## config.mk

```make
export PLATFORM = sky130hd
export DESIGN_NAME = triac_phase_angle_controller_flat
export DESIGN_NICKNAME = d
export VERILOG_FILES = /design/src/hw/rtl/tpac_pkg.sv /design/src/hw/rtl/tpac_if.sv /design/src/hw/rtl/triac_phase_angle_controller.sv /design/src/flat_wrapper.sv
export VERILOG_INCLUDE_DIRS = /design/src /design/src/hw/rtl
export SDC_FILE = /design/constraint.sdc
export NUM_CORES = 1
export LEC_CHECK = 0
export ABC_CLOCK_PERIOD_IN_PS = 5300
export BUFFER_PORTS_ARGS = -buffer_cell sky130_fd_sc_hd__buf_4
export CAP_MARGIN = 20
export CORE_UTILIZATION = 50
export CTS_CLUSTER_SIZE = 12
export DETAILED_ROUTE_END_ITERATION = 6
export PLACE_DENSITY = 0.79
export SYNTH_ARGS = -nofsm -noshare
export SYNTH_HDL_FRONTEND = slang
export SYNTH_SLANG_ARGS = --single-unit
```

## constraint.sdc

```tcl
create_clock -name clk -period 5.3 [get_ports clk]
set_input_delay 0.795 -clock clk [delete_from_list [all_inputs] [get_ports clk]]
set_output_delay 0.795 -clock clk [all_outputs]
set_load 0.01 [all_outputs]
```

## src/hw/rtl/triac_phase_angle_controller_macros.svh

```systemverilog
// Assertion macros for the triac phase-angle controller.
`ifndef TRIAC_PHASE_ANGLE_CONTROLLER_MACROS_SVH
`define TRIAC_PHASE_ANGLE_CONTROLLER_MACROS_SVH

`ifndef SYNTH

// Same-cycle implication, disabled while reset is asserted.
`define TPAC_ASSERT_IMP(label, clk, rst_n, ante, cons) \
    label: assert property (@(posedge clk) disable iff (!rst_n) (ante) |-> (cons)) \
        else $error("tpac: same-cycle check failed");

// Next-cycle implication, disabled while reset is asserted.
`define TPAC_ASSERT_NXT(label, clk, rst_n, ante, cons) \
    label: assert property (@(posedge clk) disable iff (!rst_n) (ante) |=> (cons)) \
        else $error("tpac: next-cycle check failed");

`else

`define TPAC_ASSERT_IMP(label, clk, rst_n, ante, cons)
`define TPAC_ASSERT_NXT(label, clk, rst_n, ante, cons)

`endif

`endif

```

## src/hw/rtl/tpac_pkg.sv

```systemverilog
// Shared types, codes and reset constants for the triac phase-angle controller.
package tpac_pkg;

    localparam int DELAY_BITS = 16;
    localparam int LED_COUNT  = 4;

    typedef logic [DELAY_BITS-1:0] delay_t;
    typedef logic [2:0]            mode_t;
    typedef logic [2:0]            cfg_index_t;
    typedef logic [2:0]            level_t;
    typedef logic [7:0]            pulse_t;
    typedef logic [3:0]            subcount_t;

    localparam delay_t DELAY_MAX = '1;
    localparam level_t LED_MAX   = level_t'(LED_COUNT);

    // Event codes carried in the mode field.
    localparam mode_t MODE_TIMER_TICK  = 3'd0;
    localparam mode_t MODE_ZERO_CROSS  = 3'd1;
    localparam mode_t MODE_SPEED_UP    = 3'd2;
    localparam mode_t MODE_SLOW_DOWN   = 3'd3;
    localparam mode_t MODE_SOFT_START  = 3'd4;
    localparam mode_t MODE_RAMP_TICK   = 3'd5;
    localparam mode_t MODE_LED_UP      = 3'd6;
    localparam mode_t MODE_LED_DOWN    = 3'd7;

    // Configuration register indexes.
    localparam cfg_index_t CFG_ADJUST_STEP   = 3'd0;
    localparam cfg_index_t CFG_DELAY_FLOOR   = 3'd1;
    localparam cfg_index_t CFG_DELAY_CEILING = 3'd2;
    localparam cfg_index_t CFG_RAMP_START    = 3'd3;
    localparam cfg_index_t CFG_RAMP_STEP     = 3'd4;
    localparam cfg_index_t CFG_PULSE_TICKS   = 3'd5;
    localparam cfg_index_t CFG_RAMP_PER_LED  = 3'd6;

    // Configuration reset values.
    localparam delay_t    RST_ADJUST_STEP   = 16'd1600;
    localparam delay_t    RST_DELAY_FLOOR   = 16'd600;
    localparam delay_t    RST_DELAY_CEILING = 16'd7000;
    localparam delay_t    RST_RAMP_START    = 16'd8000;
    localparam delay_t    RST_RAMP_STEP     = 16'd370;
    localparam pulse_t    RST_PULSE_TICKS   = 8'd10;
    localparam subcount_t RST_RAMP_PER_LED  = 4'd5;

    typedef struct packed {
        logic   gate_on;
        level_t led_level;
        logic   power_led;
        delay_t firing_delay;
        logic   ramping;
        logic   full_power;
    } result_t;

endpackage

```

## src/hw/rtl/tpac_if.sv

```systemverilog
// Valid/ready channel interfaces for event words and result words.
interface tpac_in_if;
    logic                 valid;
    logic                 ready;
    tpac_pkg::mode_t      mode;
    tpac_pkg::delay_t     target;

    modport source (output valid, output mode, output target, input ready);
    modport sink   (input valid, input mode, input target, output ready);
endinterface

interface tpac_out_if;
    logic                 valid;
    logic                 ready;
    logic                 gate_on;
    tpac_pkg::level_t     led_level;
    logic                 power_led;
    tpac_pkg::delay_t     firing_delay;
    logic                 ramping;
    logic                 full_power;

    modport source (output valid, output gate_on, output led_level, output power_led,
                    output firing_delay, output ramping, output full_power, input ready);
    modport sink   (input valid, input gate_on, input led_level, input power_led,
                    input firing_delay, input ramping, input full_power, output ready);
endinterface

```

## src/hw/rtl/triac_phase_angle_controller.sv

```systemverilog
// Phase-angle triac controller: every event word updates the state and yields one result word,
// and a new event word can be taken on every clock cycle while the result register is free.
// The state update for an accepted word is combinational and lands in the result register,
// so the result appears in the cycle after acceptance. The result register is the only stage
// between the two channels: the block keeps taking words while the result register is empty or
// drained in the same cycle, so throughput is one word per clock whenever downstream is ready.
module triac_phase_angle_controller (
    input  logic                   clk,
    input  logic                   rst_n,
    input  logic                   cfg_we,
    input  tpac_pkg::cfg_index_t   cfg_index,
    input  tpac_pkg::delay_t       cfg_data,
    tpac_in_if.sink                evt,
    tpac_out_if.source             res
);

    `include "triac_phase_angle_controller_macros.svh"

    // Configuration registers.
    tpac_pkg::delay_t    adjust_step_reg;
    tpac_pkg::delay_t    delay_floor_reg;
    tpac_pkg::delay_t    delay_ceiling_reg;
    tpac_pkg::delay_t    ramp_start_reg;
    tpac_pkg::delay_t    ramp_step_reg;
    tpac_pkg::pulse_t    pulse_ticks_reg;
    tpac_pkg::subcount_t ramp_per_led_reg;

    // Controller state.
    tpac_pkg::delay_t    fire_delay_reg, fire_delay_next;
    tpac_pkg::delay_t    ramp_delay_reg, ramp_delay_next;
    tpac_pkg::delay_t    tick_count_reg, tick_count_next;
    tpac_pkg::delay_t    target_delay_reg, target_delay_next;
    tpac_pkg::pulse_t    pulse_left_reg, pulse_left_next;
    tpac_pkg::level_t    level_reg, level_next;
    tpac_pkg::subcount_t ramp_subcount_reg, ramp_subcount_next;
    logic                counting_reg, counting_next;
    logic                speed_up_reg, speed_up_next;
    logic                slow_down_reg, slow_down_next;
    logic                soft_active_reg, soft_active_next;
    logic                max_power_reg, max_power_next;
    logic                power_ind_reg, power_ind_next;

    // Result register.
    logic                res_valid_reg, res_valid_next;
    tpac_pkg::result_t   res_data_reg, res_data_next;

    logic                evt_fire;
    logic                res_fire;

    // Datapath helpers.
    logic [tpac_pkg::DELAY_BITS:0] down_diff;
    logic [tpac_pkg::DELAY_BITS:0] up_sum;
    tpac_pkg::delay_t    step_down_val;
    tpac_pkg::delay_t    step_up_val;
    tpac_pkg::delay_t    tick_inc;
    tpac_pkg::delay_t    ramp_dec;
    tpac_pkg::subcount_t sub_inc;
    logic                led_up_ok;
    logic                led_down_ok;

    assign res_fire  = res_valid_reg && res.ready;
    assign evt.ready = !res_valid_reg || res.ready;
    assign evt_fire  = evt.valid && evt.ready;

    always_ff @(posedge clk or negedge rst_n)
    begin
        if (!rst_n)
        begin
            adjust_step_reg   <= tpac_pkg::RST_ADJUST_STEP;
            delay_floor_reg   <= tpac_pkg::RST_DELAY_FLOOR;
            delay_ceiling_reg <= tpac_pkg::RST_DELAY_CEILING;
            ramp_start_reg    <= tpac_pkg::RST_RAMP_START;
            ramp_step_reg     <= tpac_pkg::RST_RAMP_STEP;
            pulse_ticks_reg   <= tpac_pkg::RST_PULSE_TICKS;
            ramp_per_led_reg  <= tpac_pkg::RST_RAMP_PER_LED;
        end
        else if (cfg_we)
        begin
            unique case (cfg_index)
                tpac_pkg::CFG_ADJUST_STEP:   adjust_step_reg   <= cfg_data;
                tpac_pkg::CFG_DELAY_FLOOR:   delay_floor_reg   <= cfg_data;
                tpac_pkg::CFG_DELAY_CEILING: delay_ceiling_reg <= cfg_data;
                tpac_pkg::CFG_RAMP_START:    ramp_start_reg    <= cfg_data;
                tpac_pkg::CFG_RAMP_STEP:     ramp_step_reg     <= cfg_data;
                tpac_pkg::CFG_PULSE_TICKS:   pulse_ticks_reg   <= cfg_data[7:0];
                tpac_pkg::CFG_RAMP_PER_LED:  ramp_per_led_reg  <= cfg_data[3:0];
                default:
                begin
                end
            endcase
        end
    end

    // A speed-up step that would borrow or drop below the floor lands on the floor.
    assign down_diff     = {1'b0, fire_delay_reg} - {1'b0, adjust_step_reg};
    assign step_down_val = (!down_diff[tpac_pkg::DELAY_BITS] &&
                            (down_diff[tpac_pkg::DELAY_BITS-1:0] >= delay_floor_reg))
                           ? down_diff[tpac_pkg::DELAY_BITS-1:0] : delay_floor_reg;

    // A slow-down step is clipped at the ceiling; the sum keeps its carry bit.
    assign up_sum      = {1'b0, fire_delay_reg} + {1'b0, adjust_step_reg};
    assign step_up_val = (up_sum > {1'b0, delay_ceiling_reg})
                         ? delay_ceiling_reg : up_sum[tpac_pkg::DELAY_BITS-1:0];

    assign tick_inc = (tick_count_reg != tpac_pkg::DELAY_MAX)
                      ? tick_count_reg + 1'b1 : tick_count_reg;
    assign ramp_dec = (ramp_delay_reg >= ramp_step_reg)
                      ? ramp_delay_reg - ramp_step_reg : '0;
    assign sub_inc  = ramp_subcount_reg + 1'b1;

    assign led_up_ok   = (level_reg < tpac_pkg::LED_MAX) && (ramp_delay_reg >= delay_floor_reg);
    assign led_down_ok = (level_reg != '0) && (ramp_delay_reg <= delay_ceiling_reg);

    always_comb
    begin
        fire_delay_next    = fire_delay_reg;
        ramp_delay_next    = ramp_delay_reg;
        tick_count_next    = tick_count_reg;
        target_delay_next  = target_delay_reg;
        pulse_left_next    = pulse_left_reg;
        level_next         = level_reg;
        ramp_subcount_next = ramp_subcount_reg;
        counting_next      = counting_reg;
        speed_up_next      = speed_up_reg;
        slow_down_next     = slow_down_reg;
        soft_active_next   = soft_active_reg;
        max_power_next     = max_power_reg;
        power_ind_next     = power_ind_reg;

        if (evt_fire)
        begin
            unique case (evt.mode)
                tpac_pkg::MODE_TIMER_TICK:
                begin
                    if (pulse_left_reg != '0)
                    begin
                        pulse_left_next = pulse_left_reg - 1'b1;
                    end
                    if (counting_reg)
                    begin
                        tick_count_next = tick_inc;
                        if (tick_inc >= fire_delay_reg)
                        begin
                            counting_next   = 1'b0;
                            pulse_left_next = pulse_ticks_reg;
                        end
                    end
                end
                tpac_pkg::MODE_ZERO_CROSS:
                begin
                    if (soft_active_reg)
                    begin
                        fire_delay_next = ramp_delay_reg;
                    end
                    else if (speed_up_reg)
                    begin
                        if ((fire_delay_reg > delay_floor_reg) &&
                            (fire_delay_reg > target_delay_reg))
                        begin
                            fire_delay_next = step_down_val;
                        end
                        else
                        begin
                            speed_up_next = 1'b0;
                        end
                    end
                    else if (slow_down_reg)
                    begin
                        if ((fire_delay_reg < delay_ceiling_reg) &&
                            (fire_delay_reg < target_delay_reg))
                        begin
                            fire_delay_next = step_up_val;
                        end
                        else
                        begin
                            slow_down_next = 1'b0;
                        end
                    end
                    tick_count_next = '0;
                    counting_next   = 1'b1;
                end
                tpac_pkg::MODE_SPEED_UP:
                begin
                    speed_up_next     = 1'b1;
                    slow_down_next    = 1'b0;
                    target_delay_next = evt.target;
                end
                tpac_pkg::MODE_SLOW_DOWN:
                begin
                    slow_down_next    = 1'b1;
                    speed_up_next     = 1'b0;
                    target_delay_next = evt.target;
                end
                tpac_pkg::MODE_SOFT_START:
                begin
                    power_ind_next     = 1'b1;
                    ramp_subcount_next = '0;
                    ramp_delay_next    = ramp_start_reg;
                    // A ramp that already starts at the floor goes straight to full power.
                    if (ramp_start_reg <= delay_floor_reg)
                    begin
                        soft_active_next = 1'b0;
                        max_power_next   = 1'b1;
                    end
                    else
                    begin
                        soft_active_next = 1'b1;
                        max_power_next   = 1'b0;
                    end
                end
                tpac_pkg::MODE_RAMP_TICK:
                begin
                    if (soft_active_reg)
                    begin
                        ramp_subcount_next = sub_inc;
                        // The LED check sees the ramp delay from before this tick's step.
                        if (sub_inc >= ramp_per_led_reg)
                        begin
                            ramp_subcount_next = '0;
                            if (led_up_ok)
                            begin
                                level_next = level_reg + 1'b1;
                            end
                        end
                        ramp_delay_next = ramp_dec;
                        if (ramp_dec <= delay_floor_reg)
                        begin
                            soft_active_next = 1'b0;
                            max_power_next   = 1'b1;
                        end
                    end
                end
                tpac_pkg::MODE_LED_UP:
                begin
                    if (led_up_ok)
                    begin
                        level_next = level_reg + 1'b1;
                    end
                end
                tpac_pkg::MODE_LED_DOWN:
                begin
                    if (led_down_ok)
                    begin
                        level_next = level_reg - 1'b1;
                    end
                end
            endcase
        end
    end

    always_comb
    begin
        res_valid_next = res_valid_reg;
        if (evt_fire)
        begin
            res_valid_next = 1'b1;
        end
        else if (res_fire)
        begin
            res_valid_next = 1'b0;
        end

        res_data_next              = res_data_reg;
        if (evt_fire)
        begin
            res_data_next.gate_on      = max_power_next || (pulse_left_next != '0);
            res_data_next.led_level    = level_next;
            res_data_next.power_led    = power_ind_next;
            res_data_next.firing_delay = fire_delay_next;
            res_data_next.ramping      = soft_active_next;
            res_data_next.full_power   = max_power_next;
        end
    end

    always_ff @(posedge clk or negedge rst_n)
    begin
        if (!rst_n)
        begin
            fire_delay_reg    <= tpac_pkg::RST_DELAY_FLOOR;
            target_delay_reg  <= tpac_pkg::RST_DELAY_FLOOR;
            ramp_delay_reg    <= '0;
            tick_count_reg    <= '0;
            pulse_left_reg    <= '0;
            level_reg         <= '0;
            ramp_subcount_reg <= '0;
            counting_reg      <= 1'b0;
            speed_up_reg      <= 1'b0;
            slow_down_reg     <= 1'b0;
            soft_active_reg   <= 1'b0;
            max_power_reg     <= 1'b0;
            power_ind_reg     <= 1'b0;
            res_valid_reg     <= 1'b0;
        end
        else
        begin
            fire_delay_reg    <= fire_delay_next;
            target_delay_reg  <= target_delay_next;
            ramp_delay_reg    <= ramp_delay_next;
            tick_count_reg    <= tick_count_next;
            pulse_left_reg    <= pulse_left_next;
            level_reg         <= level_next;
            ramp_subcount_reg <= ramp_subcount_next;
            counting_reg      <= counting_next;
            speed_up_reg      <= speed_up_next;
            slow_down_reg     <= slow_down_next;
            soft_active_reg   <= soft_active_next;
            max_power_reg     <= max_power_next;
            power_ind_reg     <= power_ind_next;
            res_valid_reg     <= res_valid_next;
        end
    end

    always_ff @(posedge clk)
    begin
        res_data_reg <= res_data_next;
    end

    assign res.valid        = res_valid_reg;
    assign res.gate_on      = res_data_reg.gate_on;
    assign res.led_level    = res_data_reg.led_level;
    assign res.power_led    = res_data_reg.power_led;
    assign res.firing_delay = res_data_reg.firing_delay;
    assign res.ramping      = res_data_reg.ramping;
    assign res.full_power   = res_data_reg.full_power;

    // Soft start and full power never hold together.
    `TPAC_ASSERT_IMP(a_soft_excl_full, clk, rst_n, max_power_reg, !soft_active_reg)
    // Every accepted word leaves a result waiting in the next cycle.
    `TPAC_ASSERT_NXT(a_word_gives_result, clk, rst_n, evt_fire, res_valid_reg)
    // The LED level never goes past the number of LEDs.
    `TPAC_ASSERT_IMP(a_level_bound, clk, rst_n, 1'b1, level_reg <= tpac_pkg::LED_MAX)
    // A speed-up and a slow-down request are never pending together.
    `TPAC_ASSERT_IMP(a_one_request, clk, rst_n, speed_up_reg, !slow_down_reg)

endmodule
```

## src/flat_wrapper.sv

```systemverilog
// flat-port wrapper written by rule: the top's interface ports become plain ports
module triac_phase_angle_controller_flat 
  (clk, rst_n, cfg_we, cfg_index, cfg_data, evt_valid, evt_mode, evt_target, evt_ready, res_valid, res_gate_on, res_led_level, res_power_led, res_firing_delay, res_ramping, res_full_power, res_ready);
  tpac_in_if evt_i ();
  tpac_out_if res_i ();
  input  logic clk;
  input  logic rst_n;
  input  logic cfg_we;
  input  tpac_pkg::cfg_index_t cfg_index;
  input  tpac_pkg::delay_t cfg_data;
  input wire logic [$bits(evt_i.valid)-1:0] evt_valid;
  input wire logic [$bits(evt_i.mode)-1:0] evt_mode;
  input wire logic [$bits(evt_i.target)-1:0] evt_target;
  output wire logic [$bits(evt_i.ready)-1:0] evt_ready;
  output wire logic [$bits(res_i.valid)-1:0] res_valid;
  output wire logic [$bits(res_i.gate_on)-1:0] res_gate_on;
  output wire logic [$bits(res_i.led_level)-1:0] res_led_level;
  output wire logic [$bits(res_i.power_led)-1:0] res_power_led;
  output wire logic [$bits(res_i.firing_delay)-1:0] res_firing_delay;
  output wire logic [$bits(res_i.ramping)-1:0] res_ramping;
  output wire logic [$bits(res_i.full_power)-1:0] res_full_power;
  input wire logic [$bits(res_i.ready)-1:0] res_ready;
  assign evt_i.valid = evt_valid;
  assign evt_i.mode = evt_mode;
  assign evt_i.target = evt_target;
  assign evt_ready = evt_i.ready;
  assign res_valid = res_i.valid;
  assign res_gate_on = res_i.gate_on;
  assign res_led_level = res_i.led_level;
  assign res_power_led = res_i.power_led;
  assign res_firing_delay = res_i.firing_delay;
  assign res_ramping = res_i.ramping;
  assign res_full_power = res_i.full_power;
  assign res_i.ready = res_ready;
  triac_phase_angle_controller u_core (.clk(clk), .rst_n(rst_n), .cfg_we(cfg_we), .cfg_index(cfg_index), .cfg_data(cfg_data), .evt(evt_i), .res(res_i));
endmodule
```

==> Word level (Yosys, flattened, before mapping) <==
Cells that the tools add are included.
{ "word_totals": {"register_bits": 201, "inputBits": 43, "out_inout_bits": 25, "wordCells": 156} }
{ "op_classes": {"n_addsub": 8, "order_cmp": 14, "eq_ne": 18, "n_mux": 55, "reduce_logical": 34} }
{ "ops": {"columns": ["cell", "n"], "rows": [
  ["2-to-1 mux 16 bit", 13],
  ["greater-or-equal comparator 16 bit", 4],
  ["one-hot mux 16 bit (2 select lines)", 2],
  ["less-or-equal comparator 16 bit", 3],
  ["2-to-1 mux 8 bit", 5],
  ["> comparator 16 bit", 2],
  ["< comparator 16 bit", 2],
  ["equality test 3 bit, second input constant", 7],
  ["2-to-1 mux 1 bit", 21],
  ["AND reduction 2 bit", 9],
  ["adder 16 x 16 -> 17 bit", 1],
  ["> comparator 17 x 16 -> 1 bit", 1],
  ["subtractor 16 x 16 -> 17 bit", 1],
  ["adder 16 x 1 -> 16 bit, second input constant", 1],
  ["!= test 16 bit, second input constant", 1],
  ["nonzero test 8 bit", 2],
  ["subtractor 16 bit", 1],
  ["2-to-1 mux 3 bit", 5],
  ["equality test 3 x 2 -> 1 bit, second input constant", 4],
  ["one-hot mux 3 bit (3 select lines)", 1],
  ["AND reduction 3 bit", 3],
  ["2-to-1 mux 4 bit", 2],
  ["one-hot mux 4 bit (2 select lines)", 1],
  ["subtractor 8 x 1 -> 8 bit, second input constant", 1],
  ["18 further kinds", 36]
]} }

==> Logic depth before layout (Yosys ltp) <==
Gate-level depths: netlist (run 1).
{ "logic_depth": {"depth_word": 9, "ltp_mapped": 21, "ltp_nobuf": 21} }

==> Least setup slack after synthesis (run 1) <==
Ideal clock, no wire load.
{ "synth_path": {"path_type": "register to register", "start": "reg u_core.ramp_delay_reg[0]", "end": "reg u_core.res_data_reg (netlist bit u_core.res.gate_on), data pin", "setup_time_ns": 0.272, "arrival_time_ns": 4.617, "required_ns": 5.028, "path_slack_ns": 0.411, "stages_incl_launch_ff": 20, "n_path_buf": 1, "synth_period_minus_slack_ns": 4.889, "cell_sequence": "dfrtp_1 -> inv_1 -> ha_1 -> inv_1 -> fa_1 -> a21oi_1 -> o211ai_1 -> a2111oi_0 -> o31ai_1 -> o22ai_1 -> clkbuf_1 -> nor2_1 -> ha_1 -> nand4_1 -> or3_1 -> o221ai_1 -> o21ai_0 -> a22o_1 -> or3_1 -> or4_1"} }
{ "synth_via": {"elab_chain_len": 8} }
{ "synth_rtl": {"columns": ["item", "line", "source"], "rows": [
  ["from (decl)", "triac_phase_angle_controller.sv:30", "tpac_pkg::delay_t ramp_delay_reg, ramp_delay_next;"],
  ["from (signal assigned)", "triac_phase_angle_controller.sv:298", "ramp_delay_reg <= ramp_delay_next;"],
  ["subtractor 16 bit / greater-or-equal comparator 16 bit (equally long branches)", "triac_phase_angle_controller.sv:108, triac_phase_angle_controller.sv:107", null],
  ["2-to-1 mux 16 bit (*)", "triac_phase_angle_controller.sv:108", "? ramp_delay_reg - ramp_step_reg : '0;"],
  ["less-or-equal comparator 16 bit (*)", "triac_phase_angle_controller.sv:226", "if (ramp_dec <= delay_floor_reg)"],
  ["2-to-1 mux 1 bit (*)", "triac_phase_angle_controller.sv:226", null],
  ["2-to-1 mux 1 bit (*)", "triac_phase_angle_controller.sv:213", "if (soft_active_reg)"],
  ["one-hot mux 1 bit (2 select lines) (*)", "triac_phase_angle_controller.sv:132", "unique case (evt.mode)"],
  ["2-to-1 mux 1 bit (*)", "triac_phase_angle_controller.sv:130", "if (evt_fire)"],
  ["named net u_core.max_power_next", "triac_phase_angle_controller.sv:40", "logic max_power_reg, max_power_next;"],
  ["logical OR 1 bit (*)", "triac_phase_angle_controller.sv:266", "res_data_next.gate_on = max_power_next || (pulse_left_next != '0);"],
  ["to (signal assigned)", "triac_phase_angle_controller.sv:315", "res_data_reg <= res_data_next;"],
  ["to (decl)", "triac_phase_angle_controller.sv:45", "tpac_pkg::result_t res_data_reg, res_data_next;"]
]} }
The timed path passes the listed nets; every way through them passes the cells marked *.
A chain may end at the register's enable or synchronous reset.

==> Worst setup path after layout (run 1) <==
{ "layout_path": {"start": "reg u_core.ramp_step_reg[1]", "end": "reg u_core.res_data_reg (netlist bit u_core.res.gate_on), data pin"} }
{ "layout_via": {"elab_chain_len": 8} }
{ "layout_rtl": {"columns": ["item", "line", "source"], "rows": [
  ["from (decl)", "triac_phase_angle_controller.sv:24", "tpac_pkg::delay_t ramp_step_reg;"],
  ["from (signal assigned)", "triac_phase_angle_controller.sv:73", "ramp_step_reg <= tpac_pkg::RST_RAMP_STEP;"],
  ["from (signal assigned)", "triac_phase_angle_controller.sv:84", "tpac_pkg::CFG_RAMP_STEP: ramp_step_reg <= cfg_data;"],
  ["subtractor 16 bit / greater-or-equal comparator 16 bit (equally long branches)", "triac_phase_angle_controller.sv:108, triac_phase_angle_controller.sv:107", null],
  ["2-to-1 mux 16 bit (*)", "triac_phase_angle_controller.sv:108", null],
  ["less-or-equal comparator 16 bit (*)", "triac_phase_angle_controller.sv:226", null],
  ["2-to-1 mux 1 bit (*)", "triac_phase_angle_controller.sv:226", null],
  ["2-to-1 mux 1 bit (*)", "triac_phase_angle_controller.sv:213", null],
  ["one-hot mux 1 bit (2 select lines) (*)", "triac_phase_angle_controller.sv:132", null],
  ["2-to-1 mux 1 bit (*)", "triac_phase_angle_controller.sv:130", null],
  ["named net u_core.max_power_next", "triac_phase_angle_controller.sv:40", null],
  ["logical OR 1 bit (*)", "triac_phase_angle_controller.sv:266", null]
]} }
Marked as above.

==> Flow_metrics.wiki, run 1 <==
{| class="wikitable"
! Metric !! Value
|-
| Status || completed
|-
| Post-layout total power || 9.667 mW
|-
| Largest net degree at the start of global routing || 75
|-
| CP Class || reg2reg
|-
| Share of the cycle needed by the critical path after routing || 0.9388
|-
| Register clock-pin slew on the reported worst setup and hold paths || 0.06 ns
|-
| Worst endpoint data arrival time || 5.25 ns
|-
| First-pass GRT wire length || 70170 um
|-
| Required time of the critical path || 5.58 ns
|-
| Horizontal die dimension || 176.1 um
|-
| Global-route usage over all layers || 0.2899
|-
| Detailed-routing iteration count for the pre-antenna-repair pass || 5
|-
| Final weighted congestion in routability-driven placement || 0.9701
|-
| Die height || 176.1 um
|-
| Number of register bits inferred by synthesis || 201
|-
| Layout cells sized above 1 || 0.1452
|-
| Initial Util || 0.5102
|-
| Total power divided by cell area || 567.7 nW/um^2
|-
| Core utilization of the finished layout || 0.5730
|-
| Post-detailed-route wirelength per cell || 20.87 um
|-
| Die outline area || 31020 um^2
|-
| Number of input and output port buffers inserted || 67
|-
| H-tree depth reported by CTS || 1
|-
| Final number of max-transition violations || 0
|-
| Clock latency on the worst-skew pair || 0.54 ns
|-
| Total count of hold-check failures in the final report || 0
|-
| Critical path startpoint category || flip-flop
|-
| Via count || 13063
|-
| Filler Cell Count || 2534
|-
| Netlist area before placement || 15160 um^2
|-
| Endpoint class of the critical path || flip-flop
|-
| TritonCTS clock tree || done
|-
| Leakage Power || 7.879 nW
|-
| Setup_tns || 0 ns
|-
| Number of standard cells after synthesis || 1658
|-
| Post-DR vias/cell || 6.144
|-
| Number of unique standard cell types used by synthesis || 71
|-
| Startpoint of the most critical register-to-register path || u_core.ramp_step_reg[1]
|-
| Area growth, synth to finish || 12.31%
|-
| Detailed-route DRC error count || 0
|-
| Post-Syn Area per Cell || 9.144 um^2
|-
| Row count || 63
|-
| TritonCTS sink count || 201
|-
| Highest achievable clock rate || 201.0 MHz
|-
| Number of diodes || 0
|-
| Number of clock buffers inserted by TritonCTS || 25
|-
| Transition time at the pin with the least slew margin || 1.167 ns
|-
| Antenna-violating nets left || 0
|-
| Routed wire length || 44370 um
|-
| Number of setup violations in the final report || 0
|-
| Largest clock skew in the final design || 0.01124 ns
|-
| Number of enable-type register cells in the synthesized netlist || 23
|-
| Max Cap Viol || 0
|-
| Share of Yosys cell area claimed by the top area cell type || 0.2327
|-
| Total I/O pin count || 68
|-
| Critical-path maximum fanout || 3
|-
| Layout Nets || 1981
|-
| Post-detail-place hpwl || 33560 um
|-
| Largest vdd supply drop || 0.0002931 V
|-
| Time the worst path needs with I/O delays and setup || 4.976 ns
|-
| Global route total overflow || 0
|-
| YS warnings || 0
|-
| Number of global-route vias before repair || 12974
|-
| Async S/R FF share, synth || 0.8856
|-
| Cell type with the highest aggregate area in the netlist || sky130_fd_sc_hd__dfrtp_1
|-
| Worst relative slew slack || 0.2189
|-
| Clock root buffer || sky130_fd_sc_hd__clkbuf_16
|-
| Ranking of synthesized cells by area || sky130_fd_sc_hd__dfrtp_1, sky130_fd_sc_hd__ha_1, sky130_fd_sc_hd__dfstp_2
|-
| Sequential area share after synthesis || 0.3424
|-
| Most frequently used flop master after synthesis || sky130_fd_sc_hd__dfrtp_1
|-
| Antenna violations before repair || 1
|-
| Crit. Startpoint || u_core.ramp_step_reg[1]
|-
| Maximum clock insertion buffer count || 3
|-
| Number of nets in the synthesized netlist || 1922
|-
| 1st-iter DRT viols || 1246
|-
| Classification of the worst-slack hold path || in2async
|-
| Area of the core || 29720 um^2
|}
-- synthesized netlist by cell type (all sizes together) (23+ instances only) --
cell type / instances
dfrtp: 141
nand3: 40
o21ai: 160
xnor2: 34
a21oi: 97
nor2: 89
mux2: 62
inv: 132
nand4: 27
nor3: 29
ha: 218
edfxtp: 23
dfstp: 37
clkbuf: 47
nand2: 159
a21o: 46
-- stage by stage --
stage	hold slack (ns)	setup WS, ns	instance area, um^2	std cells
floorplan	0.4236	0.4109	15160	1658
global placement	0.4337	0.2441	16120	2079
detailed placement	0.4408	0.1780	16120	2079
CTS	0.2945	0.1689	16980	2125
global route	0.2868	-0.007464	17030	2126
finish	0.2514	0.3244	17030	2126
-- layout make-up --
class                      instances  area [um^2]  share of cell area
clock buffer                      33        685.7             0.04027
clock inverter                    13        171.4             0.01007
multi-input combinational       1267         9304              0.5464
tap                              390        488.0             0.02866
inverter                         133        499.2             0.02932
sequential                       201         5191              0.3049
timing repair buffer              89        688.2             0.04041
-- worst paths after layout --
kind / endpoint / slack, ns / cells past startpoint
min: u_core.fire_delay_reg[11] / 0.25 / 1
min reg2reg: u_core.power_ind_reg / 0.46 / 1
min in group clk: u_core.power_ind_reg / 0.46 / 1
max reg2reg: u_core.res.gate_on / 0.32 / 18
max in group asynchronous: u_core.tick_count_reg[12] / 3.80 / 2
max: u_core.res.gate_on / 0.32 / 18
-- critical path, cell delays in order, from the launching register on --
cell and delay (ns):
sky130_fd_sc_hd__dfstp_2 0.51, sky130_fd_sc_hd__inv_1 0.06, sky130_fd_sc_hd__ha_1 0.29, sky130_fd_sc_hd__nor2b_1 0.16, sky130_fd_sc_hd__o31ai_2 0.30, sky130_fd_sc_hd__a311oi_2 0.18, sky130_fd_sc_hd__a41oi_2 0.30, sky130_fd_sc_hd__o21ai_1 0.17
sky130_fd_sc_hd__a2111oi_1 0.42, sky130_fd_sc_hd__a41oi_1 0.08, sky130_fd_sc_hd__a21oi_1 0.21, sky130_fd_sc_hd__ha_1 0.18, sky130_fd_sc_hd__nand4_1 0.15, sky130_fd_sc_hd__or3_1 0.35, sky130_fd_sc_hd__o221ai_1 0.18, sky130_fd_sc_hd__o21ai_0 0.14
sky130_fd_sc_hd__a22o_1 0.28, sky130_fd_sc_hd__or3_1 0.31, sky130_fd_sc_hd__or4_1 0.46
-- repair_timing --
item | CTS | global route
hold buffers | 0 | 0
setup buffers | 0 | 0
endpoints found under the hold margin | 0 | 0
endpoints found under the setup margin | 0 | 1
gates resized for setup | 0 | 10
-- placed cells by master, fill, tap and decap left out, types with 9 or more instances in the layout --
cell type                     n
sky130_fd_sc_hd__o31ai_1     12
sky130_fd_sc_hd__xor2_1      15
sky130_fd_sc_hd__nor3_1      25
sky130_fd_sc_hd__o221ai_1    18
sky130_fd_sc_hd__inv_1      132
sky130_fd_sc_hd__a21o_1      46
sky130_fd_sc_hd__o21a_1      14
sky130_fd_sc_hd__nand2b_1    20
sky130_fd_sc_hd__a21oi_1     96
sky130_fd_sc_hd__dfstp_2     37
sky130_fd_sc_hd__and3_1      18
sky130_fd_sc_hd__mux2_2      62
sky130_fd_sc_hd__xnor2_1     34
sky130_fd_sc_hd__nor2_1      89
sky130_fd_sc_hd__nand2_1    159
sky130_fd_sc_hd__a211oi_1    14
sky130_fd_sc_hd__clkbuf_16   25
sky130_fd_sc_hd__mux2i_1     19
sky130_fd_sc_hd__or3_1        9
sky130_fd_sc_hd__edfxtp_1    23
sky130_fd_sc_hd__ha_1       218
sky130_fd_sc_hd__nand4_1     27
sky130_fd_sc_hd__o21ai_0    154
sky130_fd_sc_hd__dfrtp_1    141
sky130_fd_sc_hd__nor2b_1     16
sky130_fd_sc_hd__nand3_1     39
sky130_fd_sc_hd__and2_1       9
sky130_fd_sc_hd__buf_4       86
sky130_fd_sc_hd__o211ai_1    17
-- power by group --
part	switching [mW]	leakage [nW]	internal, mW
clock	0.699	0.416	1.10
sequential	0.445	2.35	1.97
combinational	3.15	5.12	2.30
total	4.29	7.88	5.37
-- routing by layer --
layer / global-route usage / routed length, um
met5: 0 / 10
met4: 0.1159 / 1707
met3: 0.03618 / 3132
met2: 0.4703 / 20570
met1: 0.3916 / 18940
-- kinds of logic (layout without fill, tap and decap cells) --
family | count (synthesis) | in the layout | synth area share
DFF | 201 | 201 | 0.3424
and+or+nand+nor | 455 | 455 | 0.1455
xor gates and xnor gates | 49 | 49 | 0.02831
AOI/OAI and AO/OA | 461 | 461 | 0.1928
buffers and inverters | 190 | 268 | 0.04853
adders and majority gates | 221 | 221 | 0.1839
muxes | 81 | 81 | 0.05860
No activity file was read; power rests on OpenSTA's default activity.
==> run 2, diff against run 1 <==
--- a/config.mk
+++ b/config.mk
@@ -9,10 +9,12 @@
 export ABC_CLOCK_PERIOD_IN_PS = 5300
 export BUFFER_PORTS_ARGS = -buffer_cell sky130_fd_sc_hd__buf_4
 export CAP_MARGIN = 20
-export CORE_UTILIZATION = 50
+export CELL_PAD_IN_SITES_DETAIL_PLACEMENT = 0
+export CELL_PAD_IN_SITES_GLOBAL_PLACEMENT = 2
+export CORE_UTILIZATION = 40
 export CTS_CLUSTER_SIZE = 12
 export DETAILED_ROUTE_END_ITERATION = 6
-export PLACE_DENSITY = 0.79
+export PLACE_DENSITY_LB_ADDON = 0.1
 export SYNTH_ARGS = -nofsm -noshare
 export SYNTH_HDL_FRONTEND = slang
 export SYNTH_SLANG_ARGS = --single-unit
==> run 2 against run 1 <==
Register-to-register slack lost 0.07 ns. Setup slack worse by 0.065 ns. Wire length is 11% higher. Die area rose by 25%. Cell count up 7.1%.
==> Flow_metrics.wiki, run 2 (synthesized netlist as in run 1, its figures left out) <==
{| class="wikitable"
! Metric !! Value
|-
| Commonest non-fill, non-tap cell in the layout || sky130_fd_sc_hd__ha_1
|-
| First-pass GRT wire length || 75240 um
|-
| TritonCTS sink count || 201
|-
| Most frequent cells in the layout || sky130_fd_sc_hd__ha_1, sky130_fd_sc_hd__nand2_1, sky130_fd_sc_hd__o21ai_0, sky130_fd_sc_hd__dfrtp_1, sky130_fd_sc_hd__inv_1
|-
| Row count || 70
|-
| Number of global-route vias before repair || 12521
|-
| Required time of the critical path || 5.61 ns
|-
| Maximum clock insertion buffer count || 3
|-
| Critical path startpoint category || flip-flop
|-
| Post-DR vias/cell || 5.636
|-
| Clock latency on the worst-skew pair || 0.57 ns
|-
| Largest vdd supply drop || 0.0003058 V
|-
| Initial Util || 0.4102
|-
| Worst-path cell chain || inv_1, ha_1, nor2b_1, o31ai_2, a311oi_1, a41oi_2, o21ai_1, a2111oi_1, a41oi_1, a21oi_1, ha_1, nand4_1, or3_1, o221ai_1, o21ai_0, a22o_1, or3_1, or4_1
|-
| Global-route usage over all layers || 0.2577
|-
| Largest clock skew in the final design || 0.01285 ns
|-
| Worst endpoint data arrival time || 5.35 ns
|-
| Family with the most delay on the worst path || compound AO/OA/AOI/OAI gates
|-
| Final weighted congestion in routability-driven placement || 0.8722
|-
| Clock root buffer || sky130_fd_sc_hd__clkbuf_16
|-
| Transition time at the pin with the least slew margin || 0.9070 ns
|-
| Antenna-violating nets left || 0
|-
| Via count || 12834
|-
| Detailed-route DRC error count || 0
|-
| RSZ-0062 raised after global routing || no
|-
| Total count of hold-check failures in the final report || 0
|-
| Area of the core || 36960 um^2
|-
| Post-detailed-route wirelength per cell || 21.71 um
|-
| 1st-iter DRT viols || 812
|-
| Worst Slack Setup Final || 0.2591 ns
|-
| Endpoint class of the critical path || flip-flop
|-
| CP max-delay cell || sky130_fd_sc_hd__dfstp_2
|-
| Crit. Startpoint || u_core.ramp_step_reg[1]
|-
| Layout Nets || 2015
|-
| Die outline area || 38690 um^2
|-
| Critical-path maximum fanout || 3
|-
| Register clock-pin slew on the reported worst setup and hold paths || 0.06 ns
|-
| Routed wire length || 49430 um
|-
| Layout cells sized above 1 || 0.1659
|-
| Filler Cell Count || 3592
|-
| Final number of max-transition violations || 0
|-
| Classification of the worst-slack hold path || in2async
|-
| Max Cap Viol || 0
|-
| CP Class || reg2reg
|-
| Antenna violations before repair || 1
|-
| Highest achievable clock rate || 198.4 MHz
|-
| Total power divided by cell area || 580.9 nW/um^2
|-
| Worst relative slew slack || 0.3939
|-
| Largest net degree at the start of global routing || 114
|-
| Time the worst path needs with I/O delays and setup || 5.041 ns
|-
| Number of setup violations in the final report || 0
|-
| Area growth, synth to finish || 15.78%
|-
| Share of the cycle needed by the critical path after routing || 0.9511
|-
| Total I/O pin count || 68
|-
| Number of input and output port buffers inserted || 67
|-
| Startpoint of the most critical register-to-register path || u_core.ramp_step_reg[1]
|-
| Status || completed
|-
| WP buf/inv || 1
|-
| Detailed-routing iteration count for the pre-antenna-repair pass || 5
|-
| Setup_tns || 0 ns
|-
| Crit-path max cell delay || 0.51 ns
|-
| H-tree depth reported by CTS || 1
|-
| Global route total overflow || 0
|-
| Die height || 196.7 um
|-
| TritonCTS clock tree || done
|-
| Number of clock buffers inserted by TritonCTS || 27
|-
| Post-detail-place hpwl || 37630 um
|-
| Post-placement worst setup slack || 0.04594 ns
|-
| Leakage Power || 8.113 nW
|-
| Horizontal die dimension || 196.7 um
|}
==> run 2: cell count changes in the layout (fill, tap and decap cells not counted), sizes merged <==
cell / previous run / this run
clkinvlp: 2 / 1
diode: 0 / 1
bufinv: 4 / 6
clkbuf: 33 / 36
clkinv: 7 / 8
buf: 89 / 120
==> run 2: cell type report <==
cell class,instances,area [um^2],share of cell area
diodes,1,2.502,0.0001426
clock buffers,35,755.7,0.04305
clock inverters,15,231.5,0.01319
inverters,133,499.2,0.02844
multi-input cells,1267,9314,0.5306
flip-flops and latches,201,5192,0.2958
well taps,504,630.6,0.03593
repair buffers,121,927.1,0.05282
==> run 2: metal layers <==
layer / part of all wire / track usage / vias up
li1: - / - / 6228
met1: 0.48 / 0.3647 / 6253
met2: 0.45 / 0.4120 / 287
met3: 0.040 / 0.02926 / 66
met4: 0.029 / 0.07867 / 0
met5: 0 / 0 / -
==> run 2: path summary, 6_finish.rpt <==
path	endpoint	slack [ns]	depth (start not counted)
min in group clk	u_core.power_ind_reg	0.45	1
worst min-delay path	u_core.target_delay_reg[14]	0.23	1
worst max register to register	u_core.res.gate_on	0.26	18
worst min register to register	u_core.power_ind_reg	0.45	1
max in group asynchronous	u_core.pulse_left_reg[2]	3.98	2
worst max-delay path	u_core.res.gate_on	0.26	18
==> run 2: metrics by stage <==
stage                     hold WS, ns  utilization  power (mW)  instance area [um^2]  cells
after detailed placement       0.4398       0.4458       7.971                 16480   2221
after global routing           0.2631       0.4748       11.00                 17550   2276
after floorplan                0.4236            -       6.109                 15160   1658
after global placement         0.4354       0.4458       7.900                 16480   2221
final                          0.2312       0.4749       10.20                 17550   2277
after CTS                      0.2549       0.4725       10.08                 17470   2271
==> run 2: report_power, final <==
| group | internal [mW] | switching, mW | total (mW) |
|---|---|---|---|
| clock network | 1.29 | 0.756 | 2.05 |
| registers | 1.98 | 0.369 | 2.34 |
| logic | 2.44 | 3.36 | 5.80 |
| total | 5.71 | 4.49 | 10.2 |
==> run 2: timing repair <==
item	in CTS	in global routing
setup buffers	0	5
hold buffers	0	0
gates resized for setup	0	13
endpoints found under the setup margin	0	18
==> run 3, diff against run 2 <==
--- a/config.mk
+++ b/config.mk
@@ -11,9 +11,10 @@
 export CAP_MARGIN = 20
 export CELL_PAD_IN_SITES_DETAIL_PLACEMENT = 0
 export CELL_PAD_IN_SITES_GLOBAL_PLACEMENT = 2
-export CORE_UTILIZATION = 40
+export CORE_UTILIZATION = 35
 export CTS_CLUSTER_SIZE = 12
 export DETAILED_ROUTE_END_ITERATION = 6
+export MAX_ROUTING_LAYER = met4
 export PLACE_DENSITY_LB_ADDON = 0.1
 export SYNTH_ARGS = -nofsm -noshare
 export SYNTH_HDL_FRONTEND = slang
==> run 3 against run 2 <==
Critical endpoint unchanged. Clock skew up 0.025 ns. Count of clock-buffer cells in the layout grew 6. Flip-flop and latch count unchanged. Power down 0.37%. Critical path depth is the same. Sequential power grew 2%. Final area rose by 0.15%. Wire length rose by 3.6%. Hold slack better by 0.048 ns. Largest power group unchanged. Combinational power decreased by 1%. Maximum frequency about the same.
==> Flow_metrics.wiki, run 3 (synthesized netlist as in run 1, its figures left out) <==
{| class="wikitable"
! Metric !! Value
|-
| Largest net degree at the start of global routing || 95
|-
| H-tree depth reported by CTS || 1
|-
| Number of post-CTS setup repair buffers || 0
|-
| Final weighted congestion in routability-driven placement || 0.8781
|-
| Post-DR vias/cell || 5.407
|-
| Filler Cell Count || 4219
|-
| Transition time at the pin with the least slew margin || 0.9299 ns
|-
| Detailed-routing iteration count for the pre-antenna-repair pass || 5
|-
| Critical-path maximum fanout || 3
|-
| Setup_tns || 0 ns
|-
| Initial Util || 0.3582
|-
| Row count || 75
|-
| Worst relative slew slack || 0.3801
|-
| Via count || 12621
|-
| Register clock-pin slew on the reported worst setup and hold paths || 0.06 ns
|-
| Largest clock skew in the final design || 0.03765 ns
|-
| Hold slack || 0.2789 ns
|-
| TritonCTS sink count || 201
|-
| Detailed-route DRC error count || 0
|-
| Sequential cell area || 5191 um^2
|-
| Post-detailed-route wirelength per cell || 21.94 um
|-
| Final number of max-transition violations || 0
|-
| Number of input and output port buffers inserted || 67
|-
| Status || completed
|-
| First-pass GRT wire length || 77510 um
|-
| TritonCTS clock tree || done
|-
| Most frequent cells in the layout || sky130_fd_sc_hd__ha_1, sky130_fd_sc_hd__nand2_1, sky130_fd_sc_hd__o21ai_0, sky130_fd_sc_hd__dfrtp_1, sky130_fd_sc_hd__inv_1
|-
| Number of diodes || 0
|-
| Core utilization of the finished layout || 0.4154
|-
| Die height || 210.1 um
|-
| 1st-iter DRT viols || 801
|-
| Routed wire length || 51220 um
|-
| Number of clock buffers inserted by TritonCTS || 28
|-
| Layout cells sized above 1 || 0.1599
|-
| Maximum clock insertion buffer count || 3
|-
| Number of global-route vias before repair || 12561
|-
| Antenna-violating nets left || 0
|-
| Total I/O pin count || 68
|-
| Layout Nets || 1999
|-
| Post-layout total power || 10.16 mW
|-
| Area of the core || 42320 um^2
|-
| Endpoint class of the critical path || flip-flop
|-
| Global-route usage over all layers || 0.2400
|-
| Number of setup violations in the final report || 0
|-
| Share of the cycle needed by the critical path after routing || 0.9514
|-
| Clock root buffer || sky130_fd_sc_hd__clkbuf_16
|-
| Antenna violations before repair || 0
|-
| Critical path startpoint category || flip-flop
|-
| Worst endpoint data arrival time || 5.37 ns
|-
| Global route total overflow || 0
|-
| Total count of hold-check failures in the final report || 0
|-
| Total power divided by cell area || 577.8 nW/um^2
|-
| Required time of the critical path || 5.63 ns
|-
| Area growth, synth to finish || 15.95%
|-
| Post-detail-place hpwl || 38640 um
|-
| Die outline area || 44150 um^2
|-
| Max Cap Viol || 0
|-
| Clock latency on the worst-skew pair || 0.60 ns
|-
| Classification of the worst-slack hold path || in2async
|-
| CP Class || reg2reg
|-
| Commonest non-fill, non-tap cell in the layout || sky130_fd_sc_hd__ha_1
|-
| Leakage Power || 8.045 nW
|-
| Horizontal die dimension || 210.1 um
|-
| Largest vdd supply drop || 0.0003125 V
|-
| Area of combinational cells with multiple inputs || 9313 um^2
|-
| Time the worst path needs with I/O delays and setup || 5.042 ns
|-
| Highest achievable clock rate || 198.3 MHz
|}
-- run 3: changes by cell type in the layout (fill, tap and decap cells not counted), moves of 2 or more --
cell,previous run,this run
sky130_fd_sc_hd__buf_12,1,3
sky130_fd_sc_hd__buf_4,119,100
sky130_fd_sc_hd__bufinv_16,6,3
sky130_fd_sc_hd__clkbuf_8,6,12
sky130_fd_sc_hd__clkinv_2,7,2
sky130_fd_sc_hd__clkinv_4,0,2
sky130_fd_sc_hd__clkinvlp_4,1,3
-- run 3: final cells by class --
class,count,share of cell area
Tap cell,577,0.04107
Timing Repair Buffer,104,0.04690
Inverter,133,0.02840
Clock inverter,11,0.009680
Multi-Input combinational cell,1267,0.5297
Clock buffer,41,0.04890
Sequential cell,201,0.2953
-- run 3: worst paths after layout --
kind | endpoint | cells after the start | start | slack (ns)
max | u_core.res.gate_on | 18 | u_core.ramp_step_reg[1] | 0.26
min | u_core.target_delay_reg[12] | 1 | rst_n | 0.28
max reg2reg | u_core.res.gate_on | 18 | u_core.ramp_step_reg[1] | 0.26
min reg2reg | u_core.power_ind_reg | 1 | u_core.power_ind_reg | 0.46
max in group asynchronous | u_core.delay_floor_reg[6] | 2 | rst_n | 4.06
min in group clk | u_core.res.valid | 2 | evt_valid | 0.43
-- run 3: per-stage QoR --
stage | instance area, um^2 | worst slack (ns) | cells
floorplan | 15160 | 0.4109 | 1658
global placement | 16500 | 0.1676 | 2282
detailed placement | 16500 | 0.07768 | 2282
CTS | 17530 | 0.03061 | 2334
global route | 17580 | -0.06498 | 2334
finish | 17580 | 0.2575 | 2334
-- run 3: critical path, stage by stage (launching register included) --
cell and delay (ns):
sky130_fd_sc_hd__dfstp_2 0.51, sky130_fd_sc_hd__inv_1 0.07, sky130_fd_sc_hd__ha_1 0.29, sky130_fd_sc_hd__nor2b_1 0.15, sky130_fd_sc_hd__o31ai_2 0.35, sky130_fd_sc_hd__a311oi_2 0.18, sky130_fd_sc_hd__a41oi_2 0.27, sky130_fd_sc_hd__o21ai_0 0.17
sky130_fd_sc_hd__a2111oi_1 0.42, sky130_fd_sc_hd__a41oi_1 0.08, sky130_fd_sc_hd__a21oi_1 0.20, sky130_fd_sc_hd__ha_1 0.17, sky130_fd_sc_hd__nand4_1 0.16, sky130_fd_sc_hd__or3_1 0.37, sky130_fd_sc_hd__o221ai_1 0.17, sky130_fd_sc_hd__o21ai_1 0.12
sky130_fd_sc_hd__a22o_1 0.32, sky130_fd_sc_hd__or3_1 0.31, sky130_fd_sc_hd__or4_1 0.47
-- run 3: what timing repair did --
item	CTS	global route
resized for setup	0	12
hold buffers	0	0
endpoints found under the setup margin	0	1
-- run 3: report_power, final --
part | internal (mW) | switching [mW]
registers | 1.97 | 0.402
clock network | 1.27 | 0.792
logic | 2.37 | 3.35
-- run 3: metal layers --
metal,GRT usage,vias to the layer above,wire (um)
met5,-,-,0
met1,0.3267,6131,24620
met3,0.02548,60,1927
met4,0.05890,0,1206
li1,-,6182,-
met2,0.3814,248,23460
